## src/rtl/id3p_pkg.sv

```systemverilog
`timescale 1ns / 1ps
// ----------------------------------------------------------------------------
// id3p_pkg
// Types, codes and constant tables shared by the ID3v2.3 tag stream parser.
// ----------------------------------------------------------------------------
package id3p_pkg;

    // parser phases
    localparam logic [2:0] PH_HEADER = 3'd0;
    localparam logic [2:0] PH_ID     = 3'd1;
    localparam logic [2:0] PH_SIZE   = 3'd2;
    localparam logic [2:0] PH_FLAGS  = 3'd3;
    localparam logic [2:0] PH_DATA   = 3'd4;
    localparam logic [2:0] PH_SKIP   = 3'd5;
    localparam logic [2:0] PH_IDLE   = 3'd6;

    // result event codes
    localparam logic [2:0] EV_HDR_OK   = 3'd0;
    localparam logic [2:0] EV_HDR_BAD  = 3'd1;
    localparam logic [2:0] EV_FR_START = 3'd2;
    localparam logic [2:0] EV_DATA     = 3'd3;
    localparam logic [2:0] EV_TAG_END  = 3'd4;
    localparam logic [2:0] EV_FR_SKIP  = 3'd5;

    localparam logic [3:0] KIND_NONE = 4'd11;
    localparam int unsigned NUM_KINDS = 11;

    localparam logic [15:0] SHOW_LIMIT_RST = 16'd256;

    typedef struct packed {
        logic [2:0]  ev;
        logic [3:0]  kind;
        logic [31:0] value;
        logic        flast;
    } t_result;

    // one queue entry holds every result caused by one input byte
    typedef struct packed {
        logic    two;
        t_result r0;
        t_result r1;
    } t_entry;

    typedef struct packed {
        logic full;
        logic empty;
    } t_q_status;

    function automatic logic [31:0] kind_id(input logic [3:0] k);
        case (k)
            4'd0:    kind_id = 32'h54495432; // TIT2
            4'd1:    kind_id = 32'h54504531; // TPE1
            4'd2:    kind_id = 32'h54414C42; // TALB
            4'd3:    kind_id = 32'h54594552; // TYER
            4'd4:    kind_id = 32'h54434F4E; // TCON
            4'd5:    kind_id = 32'h434F4D4D; // COMM
            4'd6:    kind_id = 32'h54505542; // TPUB
            4'd7:    kind_id = 32'h54434F4D; // TCOM
            4'd8:    kind_id = 32'h54504532; // TPE2
            4'd9:    kind_id = 32'h544F5045; // TOPE
            4'd10:   kind_id = 32'h54454E43; // TENC
            default: kind_id = 32'h00000000;
        endcase
    endfunction

    // fixed bytes at the head of the tag: I D 3, version, revision
    function automatic logic [7:0] hdr_byte(input logic [3:0] idx);
        case (idx)
            4'd0:    hdr_byte = 8'h49;
            4'd1:    hdr_byte = 8'h44;
            4'd2:    hdr_byte = 8'h33;
            4'd3:    hdr_byte = 8'h03;
            default: hdr_byte = 8'h00;
        endcase
    endfunction

endpackage

```

## src/rtl/id3p_front.sv

```systemverilog
`timescale 1ns / 1ps
// ----------------------------------------------------------------------------
// id3p_front
// Byte parser: walks the header and frame fields and builds one queue entry
// for every byte that causes results.
// ----------------------------------------------------------------------------
module id3p_front (
    input  logic              i_clk,
    input  logic              i_rst_n,
    input  logic              i_accept,
    input  logic [7:0]        i_data_byte,
    input  logic              i_file_start,
    input  logic [15:0]       i_show_limit,
    output logic              o_push,
    output id3p_pkg::t_entry  o_entry
);
    import id3p_pkg::*;

    logic [2:0]  r_phase, n_phase;
    logic [3:0]  r_fcnt, n_fcnt;
    logic [27:0] r_tag, n_tag;
    logic [31:0] r_proc, n_proc;
    logic [31:0] r_proc_new, n_proc_new;
    logic [31:0] r_id, n_id;
    logic [31:0] r_fsize, n_fsize;
    logic [31:0] r_left, n_left;
    logic [3:0]  r_kind, n_kind;
    logic        r_first, n_first;

    logic [2:0]  c_phase;
    logic [3:0]  c_fcnt, fc_inc;
    logic [27:0] c_tag;
    logic [33:0] sum;
    logic [3:0]  match;
    logic        p_valid, e_valid;
    t_result     p_res, e_res;
    logic        fin;

    // file_start restarts the walk on this very byte
    assign c_phase = i_file_start ? PH_HEADER : r_phase;
    assign c_fcnt  = i_file_start ? 4'd0 : r_fcnt;
    assign c_tag   = i_file_start ? 28'd0 : r_tag;
    assign fc_inc  = c_fcnt + 4'd1;

    assign sum = {2'b00, r_proc} + {2'b00, r_fsize} + 34'd10;

    always_comb begin
        match = KIND_NONE;
        for (int k = NUM_KINDS - 1; k >= 0; k--) begin
            if ({r_id[23:0], i_data_byte} == kind_id(4'(k))) begin
                match = 4'(k);
            end
        end
    end

    always_comb begin
        n_phase    = c_phase;
        n_fcnt     = c_fcnt;
        n_tag      = c_tag;
        n_proc     = r_proc;
        n_proc_new = r_proc_new;
        n_id       = r_id;
        n_fsize    = r_fsize;
        n_left     = r_left;
        n_kind     = r_kind;
        n_first    = r_first;
        p_valid    = 1'b0;
        p_res      = '0;
        e_valid    = 1'b0;
        e_res      = '0;
        e_res.ev   = EV_TAG_END;
        fin        = 1'b0;

        case (c_phase)
            PH_HEADER: begin
                if (c_fcnt < 4'd5 && i_data_byte != hdr_byte(c_fcnt)) begin
                    p_valid  = 1'b1;
                    p_res.ev = EV_HDR_BAD;
                    n_phase  = PH_IDLE;
                end else begin
                    if (c_fcnt >= 4'd6) begin
                        n_tag = {c_tag[20:0], i_data_byte[6:0]};
                    end
                    n_fcnt = fc_inc;
                    if (fc_inc >= 4'd10) begin
                        p_valid     = 1'b1;
                        p_res.ev    = EV_HDR_OK;
                        p_res.value = {4'd0, n_tag};
                        n_proc      = '0;
                        n_fcnt      = '0;
                        n_id        = '0;
                        if (n_tag == 28'd0) begin
                            e_valid = 1'b1;
                            n_phase = PH_IDLE;
                        end else begin
                            n_phase = PH_ID;
                        end
                    end
                end
            end
            PH_ID: begin
                n_id   = {r_id[23:0], i_data_byte};
                n_fcnt = fc_inc;
                if (fc_inc >= 4'd4) begin
                    n_kind  = match;
                    n_fsize = '0;
                    n_fcnt  = '0;
                    n_phase = PH_SIZE;
                end
            end
            PH_SIZE: begin
                n_fsize = {r_fsize[23:0], i_data_byte};
                n_fcnt  = fc_inc;
                if (fc_inc >= 4'd4) begin
                    n_fcnt = '0;
                    if (n_fsize == 32'd0 || r_kind == KIND_NONE) begin
                        e_valid     = 1'b1;
                        e_res.value = r_proc;
                        n_phase     = PH_IDLE;
                    end else begin
                        n_phase = PH_FLAGS;
                    end
                end
            end
            PH_FLAGS: begin
                n_fcnt = fc_inc;
                if (fc_inc >= 4'd2) begin
                    n_fcnt     = '0;
                    n_left     = r_fsize;
                    n_first    = 1'b1;
                    // running total after this frame, settled ahead of its end
                    n_proc_new = (sum[33:32] != 2'b00) ? 32'hFFFF_FFFF : sum[31:0];
                    p_valid     = 1'b1;
                    p_res.kind  = r_kind;
                    p_res.value = r_fsize;
                    if (r_fsize < {16'd0, i_show_limit}) begin
                        p_res.ev = EV_FR_START;
                        n_phase  = PH_DATA;
                    end else begin
                        p_res.ev = EV_FR_SKIP;
                        n_phase  = PH_SKIP;
                    end
                end
            end
            PH_DATA: begin
                // the encoding byte leads the frame and is not shown
                if (!r_first) begin
                    p_valid     = 1'b1;
                    p_res.ev    = EV_DATA;
                    p_res.kind  = r_kind;
                    p_res.value = {24'd0, i_data_byte};
                    p_res.flast = (r_left == 32'd1);
                end
                n_first = 1'b0;
                n_left  = r_left - 32'd1;
                fin     = (r_left == 32'd1);
            end
            PH_SKIP: begin
                n_left = r_left - 32'd1;
                fin    = (r_left == 32'd1);
            end
            default: begin
                n_phase = PH_IDLE;
            end
        endcase

        if (fin) begin
            n_proc = r_proc_new;
            n_fcnt = '0;
            n_id   = '0;
            if (r_proc_new >= {4'd0, r_tag}) begin
                e_valid     = 1'b1;
                e_res.value = r_proc_new;
                n_phase     = PH_IDLE;
            end else begin
                n_phase = PH_ID;
            end
        end
    end

    always_comb begin
        o_push = i_accept && (p_valid || e_valid);
        if (p_valid) begin
            o_entry.two = e_valid;
            o_entry.r0  = p_res;
            o_entry.r1  = e_res;
        end else begin
            o_entry.two = 1'b0;
            o_entry.r0  = e_res;
            o_entry.r1  = e_res;
        end
    end

    always_ff @(posedge i_clk) begin
        if (!i_rst_n) begin
            r_phase    <= PH_HEADER;
            r_fcnt     <= '0;
            r_tag      <= '0;
            r_proc     <= '0;
            r_proc_new <= '0;
            r_id       <= '0;
            r_fsize    <= '0;
            r_left     <= '0;
            r_kind     <= '0;
            r_first    <= 1'b0;
        end else if (i_accept) begin
            r_phase    <= n_phase;
            r_fcnt     <= n_fcnt;
            r_tag      <= n_tag;
            r_proc     <= n_proc;
            r_proc_new <= n_proc_new;
            r_id       <= n_id;
            r_fsize    <= n_fsize;
            r_left     <= n_left;
            r_kind     <= n_kind;
            r_first    <= n_first;
        end
    end

endmodule

```

## src/rtl/id3p_fifo.sv

```systemverilog
`timescale 1ns / 1ps
// ----------------------------------------------------------------------------
// id3p_fifo
// Small entry queue between the byte parser and the result sequencer.
// ----------------------------------------------------------------------------
module id3p_fifo #(
    parameter int DEPTH = 4
) (
    input  logic                i_clk,
    input  logic                i_rst_n,
    input  logic                i_push,
    input  id3p_pkg::t_entry    i_entry,
    input  logic                i_pop,
    output id3p_pkg::t_entry    o_head,
    output id3p_pkg::t_q_status o_status
);
    import id3p_pkg::*;

    localparam int PTR_W = (DEPTH > 1) ? $clog2(DEPTH) : 1;
    localparam int CNT_W = $clog2(DEPTH + 1);

    t_entry             r_mem [DEPTH];
    logic [PTR_W-1:0]   r_wr, n_wr;
    logic [PTR_W-1:0]   r_rd, n_rd;
    logic [CNT_W-1:0]   r_cnt, n_cnt;

    assign o_status.full  = (r_cnt == CNT_W'(DEPTH));
    assign o_status.empty = (r_cnt == '0);
    assign o_head         = r_mem[r_rd];

    always_comb begin
        n_wr  = r_wr;
        n_rd  = r_rd;
        n_cnt = r_cnt;
        if (i_push) begin
            n_wr = (r_wr == PTR_W'(DEPTH - 1)) ? '0 : r_wr + PTR_W'(1);
        end
        if (i_pop) begin
            n_rd = (r_rd == PTR_W'(DEPTH - 1)) ? '0 : r_rd + PTR_W'(1);
        end
        if (i_push && !i_pop) begin
            n_cnt = r_cnt + CNT_W'(1);
        end else if (!i_push && i_pop) begin
            n_cnt = r_cnt - CNT_W'(1);
        end
    end

    always_ff @(posedge i_clk) begin
        if (!i_rst_n) begin
            r_wr  <= '0;
            r_rd  <= '0;
            r_cnt <= '0;
        end else begin
            r_wr  <= n_wr;
            r_rd  <= n_rd;
            r_cnt <= n_cnt;
        end
    end

    always_ff @(posedge i_clk) begin
        if (i_push) begin
            r_mem[r_wr] <= i_entry;
        end
    end

    a_cnt_bound: assert property (@(posedge i_clk) disable iff (!i_rst_n)
        r_cnt <= CNT_W'(DEPTH))
        else $error("queue count beyond depth");

    a_no_overflow: assert property (@(posedge i_clk) disable iff (!i_rst_n)
        i_push |-> (!o_status.full || i_pop))
        else $error("push into full queue");

    a_no_underflow: assert property (@(posedge i_clk) disable iff (!i_rst_n)
        i_pop |-> !o_status.empty)
        else $error("pop from empty queue");

endmodule

```

## src/rtl/id3p_back.sv

```systemverilog
`timescale 1ns / 1ps
// ----------------------------------------------------------------------------
// id3p_back
// Result sequencer: unpacks queue entries into single results and holds
// them in the output register.
// ----------------------------------------------------------------------------
module id3p_back (
    input  logic                i_clk,
    input  logic                i_rst_n,
    input  id3p_pkg::t_entry    i_head,
    input  id3p_pkg::t_q_status i_status,
    output logic                o_pop,
    output logic                o_out_valid,
    input  logic                i_out_ready,
    output logic [2:0]          o_event_res,
    output logic [3:0]          o_frame_kind,
    output logic [31:0]         o_value,
    output logic                o_frame_last,
    output logic                o_run_last
);
    import id3p_pkg::*;

    logic    r_valid;
    logic    r_sel;
    t_result r_res;
    logic    r_run_last;
    logic    load, last_of_entry;

    assign load          = !i_status.empty && (!r_valid || i_out_ready);
    assign last_of_entry = r_sel || !i_head.two;
    assign o_pop         = load && last_of_entry;

    always_ff @(posedge i_clk) begin
        if (!i_rst_n) begin
            r_valid <= 1'b0;
            r_sel   <= 1'b0;
        end else begin
            if (load) begin
                r_valid <= 1'b1;
                r_sel   <= !last_of_entry;
            end else if (i_out_ready) begin
                r_valid <= 1'b0;
            end
        end
    end

    always_ff @(posedge i_clk) begin
        if (load) begin
            r_res      <= r_sel ? i_head.r1 : i_head.r0;
            r_run_last <= last_of_entry;
        end
    end

    assign o_out_valid  = r_valid;
    assign o_event_res  = r_res.ev;
    assign o_frame_kind = r_res.kind;
    assign o_value      = r_res.value;
    assign o_frame_last = r_res.flast;
    assign o_run_last   = r_run_last;

    // second half of an entry is only pending while that entry is at the head
    a_sel_head: assert property (@(posedge i_clk) disable iff (!i_rst_n)
        r_sel |-> (!i_status.empty && i_head.two))
        else $error("second result pending without entry");

endmodule

```

## src/rtl/id3v23_tag_stream_parser.sv

```systemverilog
`timescale 1ns / 1ps
// ----------------------------------------------------------------------------
// id3v23_tag_stream_parser
// ID3v2.3 tag parser: checks the header and walks the text frames of a byte
// stream, reporting header, frame, data byte and tag end events.
//
//   channel | direction | signals
//   in      | in        | i_in_valid, o_in_ready, i_data_byte, i_file_start
//   out     | out       | o_out_valid, i_out_ready, o_event_res, o_frame_kind,
//           |           | o_value, o_frame_last, o_run_last
//   cfg     | in        | i_cfg_valid, o_cfg_ready, i_cfg_data (show_limit)
//
// One byte is accepted per cycle while the entry queue has room; the byte
// parser decides all results of a byte in the cycle it is accepted.
// The output side delivers one result per cycle while i_out_ready is high, so a
// byte with two results needs two output transfers; the queue of QUEUE_DEPTH entries absorbs that.
// An output stall backs up into the queue and then drops o_in_ready.
// Synchronous reset returns to the header phase with show_limit at 256.
// ----------------------------------------------------------------------------
module id3v23_tag_stream_parser #(
    parameter int QUEUE_DEPTH = 4
) (
    input  logic        i_clk,
    input  logic        i_rst_n,
    input  logic        i_in_valid,
    output logic        o_in_ready,
    input  logic [7:0]  i_data_byte,
    input  logic        i_file_start,
    output logic        o_out_valid,
    input  logic        i_out_ready,
    output logic [2:0]  o_event_res,
    output logic [3:0]  o_frame_kind,
    output logic [31:0] o_value,
    output logic        o_frame_last,
    output logic        o_run_last,
    input  logic        i_cfg_valid,
    output logic        o_cfg_ready,
    input  logic [15:0] i_cfg_data
);
    import id3p_pkg::*;

    logic [15:0] r_show_limit;
    logic        accept;
    logic        push, pop;
    t_entry      push_entry, head;
    t_q_status   q_status;

    assign o_cfg_ready = 1'b1;
    assign o_in_ready  = !q_status.full;
    assign accept      = i_in_valid && o_in_ready;

    always_ff @(posedge i_clk) begin
        if (!i_rst_n) begin
            r_show_limit <= SHOW_LIMIT_RST;
        end else if (i_cfg_valid) begin
            r_show_limit <= i_cfg_data;
        end
    end

    id3p_front u_front (
        .i_clk        (i_clk),
        .i_rst_n      (i_rst_n),
        .i_accept     (accept),
        .i_data_byte  (i_data_byte),
        .i_file_start (i_file_start),
        .i_show_limit (r_show_limit),
        .o_push       (push),
        .o_entry      (push_entry)
    );

    id3p_fifo #(
        .DEPTH (QUEUE_DEPTH)
    ) u_fifo (
        .i_clk    (i_clk),
        .i_rst_n  (i_rst_n),
        .i_push   (push),
        .i_entry  (push_entry),
        .i_pop    (pop),
        .o_head   (head),
        .o_status (q_status)
    );

    id3p_back u_back (
        .i_clk        (i_clk),
        .i_rst_n      (i_rst_n),
        .i_head       (head),
        .i_status     (q_status),
        .o_pop        (pop),
        .o_out_valid  (o_out_valid),
        .i_out_ready  (i_out_ready),
        .o_event_res  (o_event_res),
        .o_frame_kind (o_frame_kind),
        .o_value      (o_value),
        .o_frame_last (o_frame_last),
        .o_run_last   (o_run_last)
    );

endmodule

```

## config.mk

```make
export PLATFORM = sky130hd
export DESIGN_NAME = id3v23_tag_stream_parser
export DESIGN_NICKNAME = d
export VERILOG_FILES = /design/src/rtl/id3p_pkg.sv /design/src/rtl/id3p_front.sv /design/src/rtl/id3p_fifo.sv /design/src/rtl/id3p_back.sv /design/src/rtl/id3v23_tag_stream_parser.sv
export SDC_FILE = /design/constraint.sdc
export NUM_CORES = 1
export LEC_CHECK = 0
export BUFFER_PORTS_ARGS = -buffer_cell sky130_fd_sc_hd__buf_2
export CAP_MARGIN = 20
export CORE_UTILIZATION = 52
export DETAILED_ROUTE_END_ITERATION = 10
export GPL_TIMING_DRIVEN = 0
export PLACE_DENSITY_LB_ADDON = 0.1
export SLEW_MARGIN = 20
export SYNTH_ARGS = -nofsm -noshare
export SYNTH_HDL_FRONTEND = slang
export SYNTH_HIERARCHICAL = 1
export SYNTH_SLANG_ARGS = --single-unit
```

## constraint.sdc

```tcl
create_clock -name i_clk -period 9.5 [get_ports i_clk]
set_input_delay 0 -clock i_clk [delete_from_list [all_inputs] [get_ports i_clk]]
set_output_delay 0 -clock i_clk [all_outputs]
set_load 0.05 [all_outputs]
```

== After elaboration in Yosys (flattened, before gate mapping) ==
Memory sizes are Yosys's and may differ from the RTL's. A register that Yosys moved wholly into a read port is not among the register bits.
Index checks and enable logic that the tools add are counted.

* Flip-flop bits (word level): 258
* Output and inout port bits: 44
* Word-level logic and storage cells: 200
* Memories: 1
* RAM bits: 324
* Input port bits: 30

* Mux-type cells: 92
* $lt $le $gt $ge: 7
* Reduce and logical (&&, ||, !) cells: 41
* Add/sub/neg operators: 8
* Equality and inequality tests: 30

{| class="wikitable"
|+ Memory list
! memory !! words !! width !! read ports !! clocked after Yosys merged registers in !! write ports !! line !! text
|-
| u_fifo.r_mem || 4 || 81 || 1 || 1 || 1 || id3p_fifo.sv:22 || <nowiki>t_entry r_mem [DEPTH];</nowiki>
|}

{| class="wikitable"
|+ Operator list
! operator !! number
|-
| $mux W32 || 13
|-
| $eq A32 B31 Y1 const B || 11
|-
| $mux W28 || 7
|-
| $pmux W32 S2 || 2
|-
| $pmux W32 S3 || 1
|-
| $mux W81 || 1
|-
| $mux W39 || 2
|-
| $mux W4 || 14
|-
| $pmux W24 S2 || 1
|-
| $mux W40 || 1
|-
| $mux W3 || 13
|-
| $add A34 B4 Y34 const B || 1
|-
| $add A32 B32 Y33 || 1
|-
| $eq A32 B1 Y1 const B || 1
|-
| $ge A32 B28 Y1 || 1
|-
| $logic_not A32 Y1 || 1
|-
| $lt A32 B16 Y1 || 1
|-
| $sub A32 B1 Y32 const B || 1
|-
| $logic_not A28 Y1 || 1
|-
| $pmux W7 S4 || 1
|-
| $mux W24 || 1
|-
| $mux W1 || 21
|-
| $reduce_bool A2 Y1 || 8
|-
| $pmux W3 S5 || 1
|-
| 35 further kinds || 72
|}

== Logic depth before layout (Yosys ltp) ==
* Word-level depth: 21
* Gate-level depth with buffers: 21
* Mapped depth without buffers: 17

== Hierarchy ==
Netlist, hierarchy kept.

{| class="wikitable"
|+ Modules (own cells, without submodules)
! module !! cells an instance !! times used !! area an instance (µm²)
|-
| id3p_front || 1665 || 1 || 13078.8
|-
| id3p_fifo || 467 || 1 || 12226.7
|-
| id3p_back || 98 || 1 || 2015.7
|-
| id3v23_tag_stream_parser || 55 || 1 || 634.4
|}

== Worst setup path after synthesis ==
Ideal clock, no wire load.

* Kind: input to register
* Start point: input port i_file_start
* End point: memory u_fifo/r_mem[0][0] (netlist bit) (enable)
* Required time: 9.052 ns
* Arrival time: 4.927 ns
* Setup time: 0.448 ns
* Slack: 4.125 ns
* Stages on the path: 16
* Path through: buf_6 > clkbuf_1 > clkbuf_1 > buf_1 > nand2b_1 > inv_1 > ha_1 > or4b_1 > a21oi_2 > o221ai_2 > o22ai_4 > nor2b_1 > a41oi_1 > inv_1 > o31a_1 > and2_1

* Cells in the longest elaborated chain, start to end: 16
* Elaborated cells between the ends (all ways): 43
* Those cells by class: add/sub (1); order compare (5); eq/ne (8); mux (22); reduce/logical (7)

{| class="wikitable"
|+ RTL lines
! element !! line !! text
|-
| start: declaration || id3v23_tag_stream_parser.sv:28 || <nowiki>input logic i_file_start,</nowiki>
|-
| $mux W4 || id3p_front.sv:41 || <nowiki>assign c_fcnt = i_file_start ? 4'd0 : r_fcnt;</nowiki>
|-
| $ge A4 B3 Y1 || id3p_front.sv:81 || <nowiki>if (c_fcnt >= 4'd6) begin</nowiki>
|-
| $mux W28 || id3p_front.sv:81 ||
|-
| $mux W28 || id3p_front.sv:76 || <nowiki>if (c_fcnt < 4'd5 && i_data_byte != hdr_byte(c_fcnt)) begin</nowiki>
|-
| $mux W28 || id3p_front.sv:74 || <nowiki>case (c_phase)</nowiki>
|-
| $logic_not A28 Y1 || id3p_front.sv:92 || <nowiki>if (n_tag == 28'd0) begin</nowiki>
|-
| $mux W1 || id3p_front.sv:92 ||
|-
| $mux W1 || id3p_front.sv:85 || <nowiki>if (fc_inc >= 4'd10) begin</nowiki>
|-
| $mux W1 || id3p_front.sv:76 ||
|-
| $pmux W1 S2 || id3p_front.sv:74 ||
|-
| $mux W1 || id3p_front.sv:171 || <nowiki>if (r_proc_new >= {4'd0, r_tag}) begin</nowiki>
|-
| $mux W1 || id3p_front.sv:167 || <nowiki>if (fin) begin</nowiki>
|-
| $logic_or A1 B1 Y1 (*) || id3p_front.sv:182 || <nowiki>o_push = i_accept && (p_valid || e_valid);</nowiki>
|-
| $logic_and A1 B1 Y1 (*) || id3p_front.sv:182 ||
|-
| via push || id3v23_tag_stream_parser.sv:44 || <nowiki>logic push, pop;</nowiki>
|-
| $mux W1 (*) || id3p_fifo.sv:61 || <nowiki>if (i_push) begin</nowiki>
|-
| $mux W1 (not written as such) (*) || id3p_fifo.sv:62 || <nowiki>r_mem[r_wr] <= i_entry;</nowiki>
|-
| end: declaration || id3p_fifo.sv:22 ||
|}

The timed path passes the listed nets; every way through them passes the cells marked *. The select of a mux whose other input is x is not followed.

== Worst setup path in the final report ==
* Start point: input port i_file_start
* End point: register u_fifo.r_cnt[2]

* Cells in the longest elaborated chain, start to end: 17
* Elaborated cells between the ends (all ways): 46
* Those cells by class: add/sub (1); order compare (5); eq/ne (8); mux (21); reduce/logical (11)

{| class="wikitable"
|+ RTL lines
! element !! line !! text
|-
| $mux W4 || id3p_front.sv:41 ||
|-
| $ge A4 B3 Y1 || id3p_front.sv:81 ||
|-
| $mux W28 || id3p_front.sv:81 ||
|-
| $mux W28 || id3p_front.sv:76 ||
|-
| $mux W28 || id3p_front.sv:74 ||
|-
| $logic_not A28 Y1 || id3p_front.sv:92 ||
|-
| $mux W1 || id3p_front.sv:92 ||
|-
| $mux W1 || id3p_front.sv:85 ||
|-
| (+2 left out) || n/a ||
|-
| $mux W1 || id3p_front.sv:171 ||
|-
| $mux W1 || id3p_front.sv:167 ||
|-
| $logic_or A1 B1 Y1 (*) || id3p_front.sv:182 ||
|-
| $logic_and A1 B1 Y1 (*) || id3p_front.sv:182 ||
|-
| via push || id3v23_tag_stream_parser.sv:44 ||
|-
| $logic_not A1 Y1 || id3p_fifo.sv:43 || <nowiki>end else if (!i_push && i_pop) begin</nowiki>
|-
| $logic_and A1 B1 Y1 || id3p_fifo.sv:43 ||
|-
| $reduce_bool A2 Y1 (no line) || n/a ||
|-
| end signal: assignment || id3p_fifo.sv:56 || <nowiki>r_cnt <= n_cnt;</nowiki>
|-
| end: declaration || id3p_fifo.sv:25 || <nowiki>logic [CNT_W-1:0] r_cnt, n_cnt;</nowiki>
|}

Marked as above.
A chain may end at the register's enable or synchronous reset.

==> flow_summary.json <==
{
  "run_status": "finished with violations",
  "violations": "design-rule violations",
  "setup.worst_path.class": "input port to flop",
  "timing.slew.headroom_pct": 27.7,
  "critical_path.top_delay_family": "buffers and inverters",
  "design.portCount": 74,
  "crit_path_start_kind": "input port",
  "grt_pass1_wl_um": 118000,
  "timing.final.max_slew_violations": 0,
  "holdBufCountCts": 47,
  "postPlaceCellArea_mm2": 0.0294,
  "finalSetupTns_ps": 0,
  "clk_transition_reported_paths_ps": 60,
  "syn-mean-instance-area_um2": 12.2,
  "yosysWarningCount": 6,
  "report.final.hold_viol_count": 0,
  "p_total_mw": 7.41,
  "fmax_ghz": 0.177,
  "synth_area_mm2": 0.0280,
  "rows": 84,
  "final.period_utilization_pct": 59.4,
  "drcViolationCount": 4,
  "htree_levels": 2,
  "clock_skew_after_layout_ps": 14.7,
  "critical_path.endpoint_type": "flop",
  "yosys.area.top_type_share_pct": 39.2,
  "fillCellCount": 4227,
  "max-vdd-ir-drop_uv": 240,
  "global_route.usage.total_pct": 28.7,
  "cts_num_sinks": 584,
  "chip_height_um": 234,
  "worst-endpoint-required_ps": 10050,
  "number_of_cells_produced_by_synthesis": 2285,
  "timing.critical_path.slowest_cell_delay_ps": 570,
  "setup_repair_after_global_routing_missed_its_margin": "false",
  "cts_tree": "yes",
  "synth_enable_flop_cells": 365,
  "fin_area_mm2": 0.0320,
  "postCtsSetupBuffers": 0,
  "slowest_stage": "sky130_fd_sc_hd__dlygate4sd3_1",
  "cts_buffers": 61,
  "ys_dominant_reg_cell": "sky130_fd_sc_hd__edfxtp_1",
  "r2r_slack_ps": 3950,
  "dp_hpwl_um": 54400,
  "initial_core_utilization_pct": 52.9,
  "netlist_top_cells_area": "sky130_fd_sc_hd__edfxtp_1 39%, sky130_fd_sc_hd__dfxtp_1 16%, sky130_fd_sc_hd__mux4_2 6.5%, sky130_fd_sc_hd__ha_1 5.2%, sky130_fd_sc_hd__a21oi_1 2.4%",
  "hold_class": "input port to flop",
  "drt-vias-per-instance": 6.23,
  "ant_nets": 0,
  "root_buffer": "sky130_fd_sc_hd__clkbuf_16",
  "fin_nets": 2624,
  "fraction_of_registers_with_async_set_or_reset_after_synthesis_pct": 0,
  "power.leakage_nw": 11.6,
  "synth-seq-area-share_pct": 54.9,
  "maxCapViolations": 0,
  "postRouteWirelength_um": 78500,
  "synth-seq-cells": 584,
  "synth_top_area_cell": "sky130_fd_sc_hd__edfxtp_1",
  "core_area_mm2": 0.0529,
  "setup_viol": 0,
  "power_density_mw_per_mm2": 232,
  "synth.top_cells.by_count": "365 x sky130_fd_sc_hd__edfxtp_1, 219 x sky130_fd_sc_hd__dfxtp_1, 168 x sky130_fd_sc_hd__nor2_1, 135 x sky130_fd_sc_hd__a21oi_1, 134 x sky130_fd_sc_hd__nand2_1",
  "grt_remaining_overflow": 0,
  "drt_pre_antenna_iters": 11,
  "port_buffers": 68,
  "layout-drive-gt1-share_pct": 16.3,
  "antenna_violations_before_repair": 0,
  "critPathMaxFanout": 10,
  "cts-root-to-sink-buffers": 3,
  "die_area_mm2": 0.0547,
  "finalWorstPathRequiredPeriod_ps": 5640,
  "vias": 20000,
  "insertion_delay_ps": 630,
  "maximum_number_of_pins_on_one_net_before_global_route_repair": 45,
  "timing.critical_path.arrival_ps": 6190,
  "detail_route.wl_per_cell_um": 24.4,
  "ordered_cell_list_for_the_critical_path": "dlygate4sd3_1 > buf_6 > clkbuf_1 > clkbuf_1 > buf_1 > nand2b_1 > ha_1 > or3b_2 > a21oi_1 > nor2b_1 > clkbuf_1 > or3_1 > buf_2 > o31a_1 > ha_1 > inv_1 > fa_1 > xor2_1 > or3_1 > a21boi_0",
  "worstMarginPinSlew_ps": 1080,
  "worstPathBufferInverterCount": 8,
  "cp_common_cell": "sky130_fd_sc_hd__clkbuf_1",
  "drt_first_iter_violations": 1922,
  "syn_to_final_growth_pct": 14.3,
  "place.gp.congestion": 0.949,
  "synthMostInstantiatedCell": "sky130_fd_sc_hd__edfxtp_1",
  "chipWidth_um": 234,
  "post_cts_resized": 0,
  "yosys.cell_types.count": 84,
  "grt_pass1_vias": 19400
}
[placed cells by master, fill, tap and decap left out, types with 12 or more instances in the layout]
cell and instances:
sky130_fd_sc_hd__buf_2 83, sky130_fd_sc_hd__o21ai_2 20, sky130_fd_sc_hd__nor4_1 24, sky130_fd_sc_hd__clkinv_2 13
sky130_fd_sc_hd__nor2b_1 29, sky130_fd_sc_hd__or3_1 14, sky130_fd_sc_hd__clkbuf_1 112, sky130_fd_sc_hd__dlygate4sd3_1 47
sky130_fd_sc_hd__or4_1 17, sky130_fd_sc_hd__mux4_2 81, sky130_fd_sc_hd__dfxtp_1 219, sky130_fd_sc_hd__nand2b_1 18
sky130_fd_sc_hd__a31oi_1 14, sky130_fd_sc_hd__nand3_1 52, sky130_fd_sc_hd__mux2i_1 24, sky130_fd_sc_hd__nand4_1 20
sky130_fd_sc_hd__edfxtp_1 365, sky130_fd_sc_hd__xnor2_1 20, sky130_fd_sc_hd__nand2_1 134, sky130_fd_sc_hd__a22oi_1 71
sky130_fd_sc_hd__o21a_1 12, sky130_fd_sc_hd__ha_1 117, sky130_fd_sc_hd__a21oi_1 135, sky130_fd_sc_hd__buf_12 15
sky130_fd_sc_hd__a21o_1 32, sky130_fd_sc_hd__a211oi_1 15, sky130_fd_sc_hd__inv_1 106, sky130_fd_sc_hd__clkbuf_16 61
sky130_fd_sc_hd__nor2_1 167, sky130_fd_sc_hd__mux2_4 39, sky130_fd_sc_hd__and3_1 12, sky130_fd_sc_hd__o21ai_0 89
sky130_fd_sc_hd__a22o_1 66, sky130_fd_sc_hd__o221a_2 32, sky130_fd_sc_hd__nor3_1 38, sky130_fd_sc_hd__a222oi_1 27
sky130_fd_sc_hd__and2_1 12
[per-stage QoR]
step / util (%) / std cells / hold WS (ps) / setup WS, ps
after floorplan: - / 2291 / 118 / 4130
after global placement: 55.2 / 3047 / 228 / 1460
after detailed placement: 55.5 / 3053 / 229 / 3950
after CTS: 60.4 / 3215 / 18.3 / 3980
after global routing: 60.4 / 3215 / 88.2 / 3560
final: 60.4 / 3216 / 27.9 / 3860
[per-layer routing]
metal | part of all wire, % | up-vias | global-route usage [%]
met5 | 0 | - | 0
met4 | 3.3 | 0 | 10.4
met3 | 6.4 | 181 | 4.61
met2 | 46 | 709 | 45.8
met1 | 44 | 10000 | 39.6
li1 | - | 9141 | -
[area by class of cell]
type                            count  area [um2]  area share (%)
Antenna cell                        1        2.50         0.00783
Buffer                            148         872            2.73
Clock buffer                       71        1570            4.93
Clock inverter                     44         536            1.68
Inverter                          106         398            1.25
Multi-Input combinational cell   1453       11400            35.7
Sequential cell                   584       15300            48.0
Tap cell                          688         861            2.69
Timing Repair Buffer              121         961            3.01
[worst reg2reg max path: stages (launching register included)]
cell	delay (ps)
sky130_fd_sc_hd__dfxtp_1	360
sky130_fd_sc_hd__or4_1	620
sky130_fd_sc_hd__nor4_1	660
sky130_fd_sc_hd__nand4_1	500
sky130_fd_sc_hd__nor2_1	730
sky130_fd_sc_hd__a21boi_0	420
sky130_fd_sc_hd__buf_2	370
sky130_fd_sc_hd__o31a_1	450
sky130_fd_sc_hd__ha_1	260
sky130_fd_sc_hd__inv_1	60
sky130_fd_sc_hd__fa_1	390
sky130_fd_sc_hd__xor2_1	190
sky130_fd_sc_hd__or3_1	310
sky130_fd_sc_hd__a21boi_0	180
[sequential cells by signal, summed over array words and instances (netlist names), 3 cells and up, named ones only]
register,flops
u_front/r_kind,4
u_back/o_frame_kind,4
u_front/r_fcnt,4
u_front/r_fsize,32
r_show_limit,16
u_front/r_left,32
u_back/o_event_res,3
u_front/r_proc,32
u_fifo/r_cnt,3
u_front/r_id,24
u_front/r_tag,28
u_back/o_value,32
u_front/r_phase,3
u_fifo/r_mem,324
u_front/r_proc_new,32
[final timing paths]
| kind | from | endpoint | depth (start not counted) |
|---|---|---|---|
| min | i_data_byte[0] | u_front/r_id[0] | 4 |
| max | i_file_start | u_fifo/r_cnt[2] | 20 |
| max reg2reg | u_front/r_left[8] | u_fifo/r_cnt[2] | 13 |
| min reg2reg | u_front/r_id[19] | u_front/r_id[19] | 2 |
[power by group]
group | leakage (nW) | switching (mW) | internal [mW]
Combinational | 5.39 | 1.07 | 0.769
Sequential | 5.16 | 0.0707 | 2.99
Clock | 1.02 | 1.02 | 1.49
[logic make-up (layout without fill, tap and decap cells)]
logic type,after synthesis,after routing,share of synthesized area (%)
multiplexers,145,145,9.52
flip-flops,584,584,54.9
other,3,10,0.0403
AND/OR/NAND/NOR,578,578,10.2
XOR/XNOR,30,30,0.940
buffers and inverters,254,490,4.54
AO/OA/AOI/OAI,572,572,14.5
adder cells (fa/ha/maj),119,119,5.38
(Power assumes the default switching activity.)
